==> src/cau_pkg.sv <==
// ----------------------------------------------------------------------------
// cau_pkg
// Shared types, constants and helpers of the complex arithmetic unit.
// ----------------------------------------------------------------------------
package cau_pkg;

   localparam int WORD_BITS = 32;
   localparam int FRAC_BITS = 16;
   localparam int PROD_BITS = 2 * WORD_BITS;          // one signed product
   localparam int WIDE_BITS = PROD_BITS + 1;          // sum of two products
   localparam int SHR_BITS  = WIDE_BITS - FRAC_BITS;  // product sum after scaling
   localparam int QUO_BITS  = WORD_BITS;              // quotient bits resolved
   localparam int DIV_STAGES = QUO_BITS;

   typedef logic [2:0] cmd_type;
   localparam cmd_type CMD_ADD = 3'd0;
   localparam cmd_type CMD_SUB = 3'd1;
   localparam cmd_type CMD_MUL = 3'd2;
   localparam cmd_type CMD_DIV = 3'd3;
   localparam cmd_type CMD_EQ  = 3'd4;
   localparam cmd_type CMD_NE  = 3'd5;

   typedef struct packed {
      logic                 sat;
      logic [WORD_BITS-1:0] val;
   } satw_type;

   // one slot of the divider pipeline, carries every result kind along
   typedef struct packed {
      logic                 valid;
      logic                 is_div;
      logic [WIDE_BITS-1:0] den;
      logic [WIDE_BITS-1:0] rem_re;
      logic [QUO_BITS-1:0]  nq_re;
      logic                 neg_re;
      logic                 ovf_re;
      logic [WIDE_BITS-1:0] rem_im;
      logic [QUO_BITS-1:0]  nq_im;
      logic                 neg_im;
      logic                 ovf_im;
      logic [WORD_BITS-1:0] res_re;
      logic [WORD_BITS-1:0] res_im;
      logic                 cmp;
      logic                 dbz;
      logic                 sat;
   } slot_type;

   function automatic satw_type sat_word(input logic signed [SHR_BITS-1:0] v);
      satw_type r;
      logic signed [SHR_BITS-1:0] hi;
      logic signed [SHR_BITS-1:0] lo;
      hi = SHR_BITS'({1'b0, {(WORD_BITS-1){1'b1}}});
      lo = -hi - SHR_BITS'(1);
      if (v > hi) begin
         r.sat = 1'b1;
         r.val = hi[WORD_BITS-1:0];
      end else if (v < lo) begin
         r.sat = 1'b1;
         r.val = lo[WORD_BITS-1:0];
      end else begin
         r.sat = 1'b0;
         r.val = v[WORD_BITS-1:0];
      end
      return r;
   endfunction

   // quotient magnitude and sign to a clamped signed word
   function automatic satw_type sat_quo(input logic [QUO_BITS-1:0] q, input logic neg,
                                        input logic ovf);
      satw_type r;
      logic [QUO_BITS-1:0] lim;
      lim = {1'b0, {(QUO_BITS-1){1'b1}}} + QUO_BITS'(neg);
      if (ovf || q > lim) begin
         r.sat = 1'b1;
         r.val = neg ? {1'b1, {(WORD_BITS-1){1'b0}}} : {1'b0, {(WORD_BITS-1){1'b1}}};
      end else begin
         r.sat = 1'b0;
         r.val = neg ? (~q + QUO_BITS'(1)) : q;
      end
      return r;
   endfunction

endpackage

==> src/cau_div_stage.sv <==
// ----------------------------------------------------------------------------
// cau_div_stage
// One registered restoring-division step for both result parts.
// ----------------------------------------------------------------------------
module cau_div_stage import cau_pkg::*; (
   input  logic     clock,
   input  logic     reset,
   input  slot_type slot_in,
   output slot_type slot_out
);

   slot_type slot_ff;
   slot_type slot_in_n;
   logic [WIDE_BITS:0] tr_re;
   logic [WIDE_BITS:0] tr_im;
   logic               ge_re;
   logic               ge_im;
   logic [WIDE_BITS:0] sub_re;
   logic [WIDE_BITS:0] sub_im;

   always_comb begin
      slot_in_n = slot_in;
      tr_re  = {slot_in.rem_re, slot_in.nq_re[QUO_BITS-1]};
      tr_im  = {slot_in.rem_im, slot_in.nq_im[QUO_BITS-1]};
      ge_re  = tr_re >= {1'b0, slot_in.den};
      ge_im  = tr_im >= {1'b0, slot_in.den};
      sub_re = ge_re ? tr_re - {1'b0, slot_in.den} : tr_re;
      sub_im = ge_im ? tr_im - {1'b0, slot_in.den} : tr_im;
      slot_in_n.valid  = slot_in.valid && !reset;
      slot_in_n.rem_re = sub_re[WIDE_BITS-1:0];
      slot_in_n.rem_im = sub_im[WIDE_BITS-1:0];
      slot_in_n.nq_re  = {slot_in.nq_re[QUO_BITS-2:0], ge_re};
      slot_in_n.nq_im  = {slot_in.nq_im[QUO_BITS-2:0], ge_im};
   end

   always_ff @(posedge clock) begin
      slot_ff <= slot_in_n;
   end

   assign slot_out = slot_ff;

endmodule

==> config.mk <==
export PLATFORM = sky130hd
export DESIGN_NAME = cau_div_stage
export DESIGN_NICKNAME = d
export VERILOG_FILES = /design/src/cau_pkg.sv /design/src/cau_div_stage.sv
export SDC_FILE = /design/constraint.sdc
export NUM_CORES = 1
export LEC_CHECK = 0
export BUFFER_PORTS_ARGS = -buffer_cell sky130_fd_sc_hd__buf_2
export CORE_AREA = 2 2 256 258
export CTS_CLUSTER_DIAMETER = 150
export DETAILED_ROUTE_END_ITERATION = 8
export DIE_AREA = 0 0 258 260
export GPL_TIMING_DRIVEN = 1
export PLACE_DENSITY = 0.57
export SYNTH_ARGS = -nofsm -noshare
export SYNTH_HDL_FRONTEND = slang
export SYNTH_SLANG_ARGS = --single-unit
export TNS_END_PERCENT = 50
==> constraint.sdc <==
create_clock -name clock -period 3.1 [get_ports clock]
set_clock_uncertainty 0.05 [all_clocks]
set_input_delay 0.31 -clock clock [delete_from_list [all_inputs] [get_ports clock]]
set_output_delay 0.31 -clock clock [all_outputs]
set_load 0.05 [all_outputs]
After elaboration in Yosys (flattened, before gate mapping):

Index checks and enable logic that the tools add are counted.

* bits in registers: 332

* reductions and logical operators: 2
* magnitude comparators: 2
* multiplexer cells: 2
* add/subtract/negate cells: 2

Operators by type and width (number)
* >= comparator 66 x 65 -> 1 bit: 2
* 2-to-1 mux 65 bit: 2
* subtractor 65 bit: 2
* logical AND 1 bit: 1
* zero test 1 bit: 1

Longest topological paths before layout:

* depth in word-level cells: 2
* mapped depth: 16
* gate-level depth less buffers: 14

Worst setup path before layout:

No wires, ideal clock.

* kind: input-to-reg
* from: input slot_in[100] (netlist bit)
* to: register slot_ff, in the netlist slot_out[143]
* arrival time: 3.092 ns
* stages: 16
* setup time: 0.121 ns
* setup slack: -0.163 ns
* required time: 2.929 ns
* path through: inv_1 -> ha_1 -> inv_1 -> fa_1 -> a21o_1 -> a21oi_1 -> o21a_1 -> o21ai_1 -> o2111ai_1 -> a211oi_2 -> o21ai_1 -> and2_1 -> buf_2 -> inv_2 -> buf_4 -> mux2_2

RTL lines
* from (decl): line cau_div_stage.sv:8 `input slot_type slot_in,`
* to (signal assigned): line cau_div_stage.sv:37 `slot_ff <= slot_in_n;`
* to (decl): line cau_div_stage.sv:12 `slot_type slot_ff;`

==> metrics <==
status completed; Synth area leader dfxtp_1; Num CTS Buffers 41; synth top area cells dfxtp_1 (39%), ha_1 (9.6%), a21oi_1 (4.6%); CP Launch Type primary input; Synth top cells by count dfxtp_1 (332), a21oi_1 (155), ha_1 (130); synth warn 0; critical path class primary input to register; drt total wl 90200 µm; Leak 14.5 nW; largest net degree at the start of global routing 24; die footprint 67100 µm²; Post-synth EDFFs 0; highest net fanout along the worst path 13; Synth cell types 83; Cell Pwr Density 556 nW/µm²; Die Height 260 µm; Pre-antenna DRT Iters 5; most common cell in the netlist dfxtp_1; endpoints failing hold 0; Post-DP HPWL 72000 µm; final setup vio count 0; CTS tree yes; DIE WIDTH 258 µm; antenna violations before repair 14; Async SR Flop Fraction 0%; grt ovf 0; max-cap viol count 0; post-synthesis sequential area ratio 39.4%; Synth Flop Type dfxtp_1; share of cells above drive strength 1 41.9%; Post-Synthesis Net Count 2313; worst-case clock buffer depth 3; Root Driver clkbuf_16; final core area utilization 46.3%; clk sinks 332; htree depth 2; Worst-path clk slew 0.06 ns; Largest register FFs 332; Initial Utilization 26.3%; IO Pins 666; Seq cells post-synth 332; Slew headroom 54.7%; Setup crit end kind register; data arrival time of the worst path 3.48 ns; setup TNS 0 ns; final slew viol count 0; Area Overhead vs Synth 75.7%; Detail Route Antenna Nets 0; Core Area 64100 µm²; Yosys top cell area share 39.4%; via count 19497; Max IR drop VDD 0.500 mV; gpl congestion 0.992; DR DRC count 0; number of placement rows 93; Tcrit/Tclk final 99.0%; I/O Buffers 665; number of vias per cell 4.67; Fmax 0.326 GHz; Required @ worst endpoint 3.51 ns; Cells after Synth 1847; number of global-route vias before repair 19791; # nets final 3759; Synth Area per Inst 9.14 µm²; global-route wire length before repair 126000 µm; WL/cell 21.6 µm; RSZ-0062 raised after global routing yes; fin crit period 3.07 ns; worst min-delay path category primary input to register; Slew @ Worst Pin 0.677 ns; GR Util All Layers 25.3%; DR iter-0 viols 1109; post-synthesis instance area 16900 µm²
-- layout make-up --
cell class	instances	area (µm²)
well taps	855	1070
multi-input cells	1321	9720
diodes	1	2.50
clock buffers	58	1170
repair buffers	1486	10400
flip-flops and latches	332	6650
fillers	6290	34400
inverters	111	449
clock inverters	15	171
-- cell usage in the layout (no fill, tap or decap), types with 50 or more instances in the layout --
master / n
a21o_1: 53
a21oi_1: 150
buf_2: 664
buf_4: 499
dfxtp_1: 332
dlygate4sd3_1: 310
ha_1: 124
inv_1: 106
mux2_2: 50
nand2_1: 126
nand3_1: 72
nor2_1: 112
o21ai_0: 92
xnor2_1: 71
-- layer usage --
layer	up-vias	track usage [%]	share of wire [%]
met1	9115	29.4	41
met4	20	9.31	3.9
met3	157	5.39	6.0
li1	9527	-	-
met2	678	45.6	49
met5	-	0	0.15
-- kinds of logic (layout without fill, tap and decap cells) --
group | Yosys count | after routing | share of synthesized area [%]
adder cells (fa/ha/maj) | 132 | 132 | 9.87
flip-flops | 332 | 332 | 39.4
AND/OR/NAND/NOR | 481 | 481 | 13.8
XOR/XNOR | 101 | 101 | 5.24
multiplexers | 95 | 95 | 7.13
AO/OA/AOI/OAI | 512 | 512 | 19.8
other | 0 | 1 | 0
buffers and inverters | 194 | 1670 | 4.75
-- where the power goes --
group          total, mW  internal, mW  switching [mW]
sequential          4.94          4.78           0.161
clock               4.92          2.89            2.03
combinational       6.63          2.50            4.12
total               16.5          10.2            6.32
-- what timing repair did --
action / CTS / global route
setup buffers: 1 / 2
hold endpoints to repair: 309 / 0
hold buffers: 310 / 0
cloned: 0 / 6
pin swaps: 3 / 10
endpoints found under the setup margin: 42 / 112
resized for setup: 1 / 46
-- worst max-delay path, stage by stage --
cell and delay, ns:
buf_2 0.14, ha_4 0.16, inv_2 0.05, fa_2 0.23, a21oi_4 0.09, o221ai_4 0.19
a41oi_2 0.17, o41a_1 0.47, o41ai_2 0.35, buf_4 0.20, a211o_1 0.21, nand4_2 0.10
and2_4 0.18, clkinv_8 0.09, buf_12 0.18, mux2_2 0.35
-- stage by stage --
| step | instances | total power, mW | setup slack [ns] | hold slack [ns] | cell area (µm²) |
|---|---|---|---|---|---|
| 2_1_floorplan | 1847 | 8.77 | -0.0458 | 0.288 | 17000 |
| 3_3_place_gp | 3786 | 11.2 | -0.681 | 0.362 | 24900 |
| 3_5_place_dp | 3786 | 11.2 | -0.681 | 0.364 | 24900 |
| 4_1_cts | 4170 | 16.5 | -0.0200 | 0.00980 | 29300 |
| 5_1_grt | 4178 | 17.2 | -0.0441 | 0.00793 | 29700 |
| 6_report | 4179 | 16.5 | 0.0307 | 0.0466 | 29700 |
-- final timing paths --
path | start | endpoint | depth (start not counted)
max | slot_in[265] | slot_out[205] | 16
min | slot_in[228] | slot_out[229] | 3
Note: power is estimated with default switching activity, not from simulation.
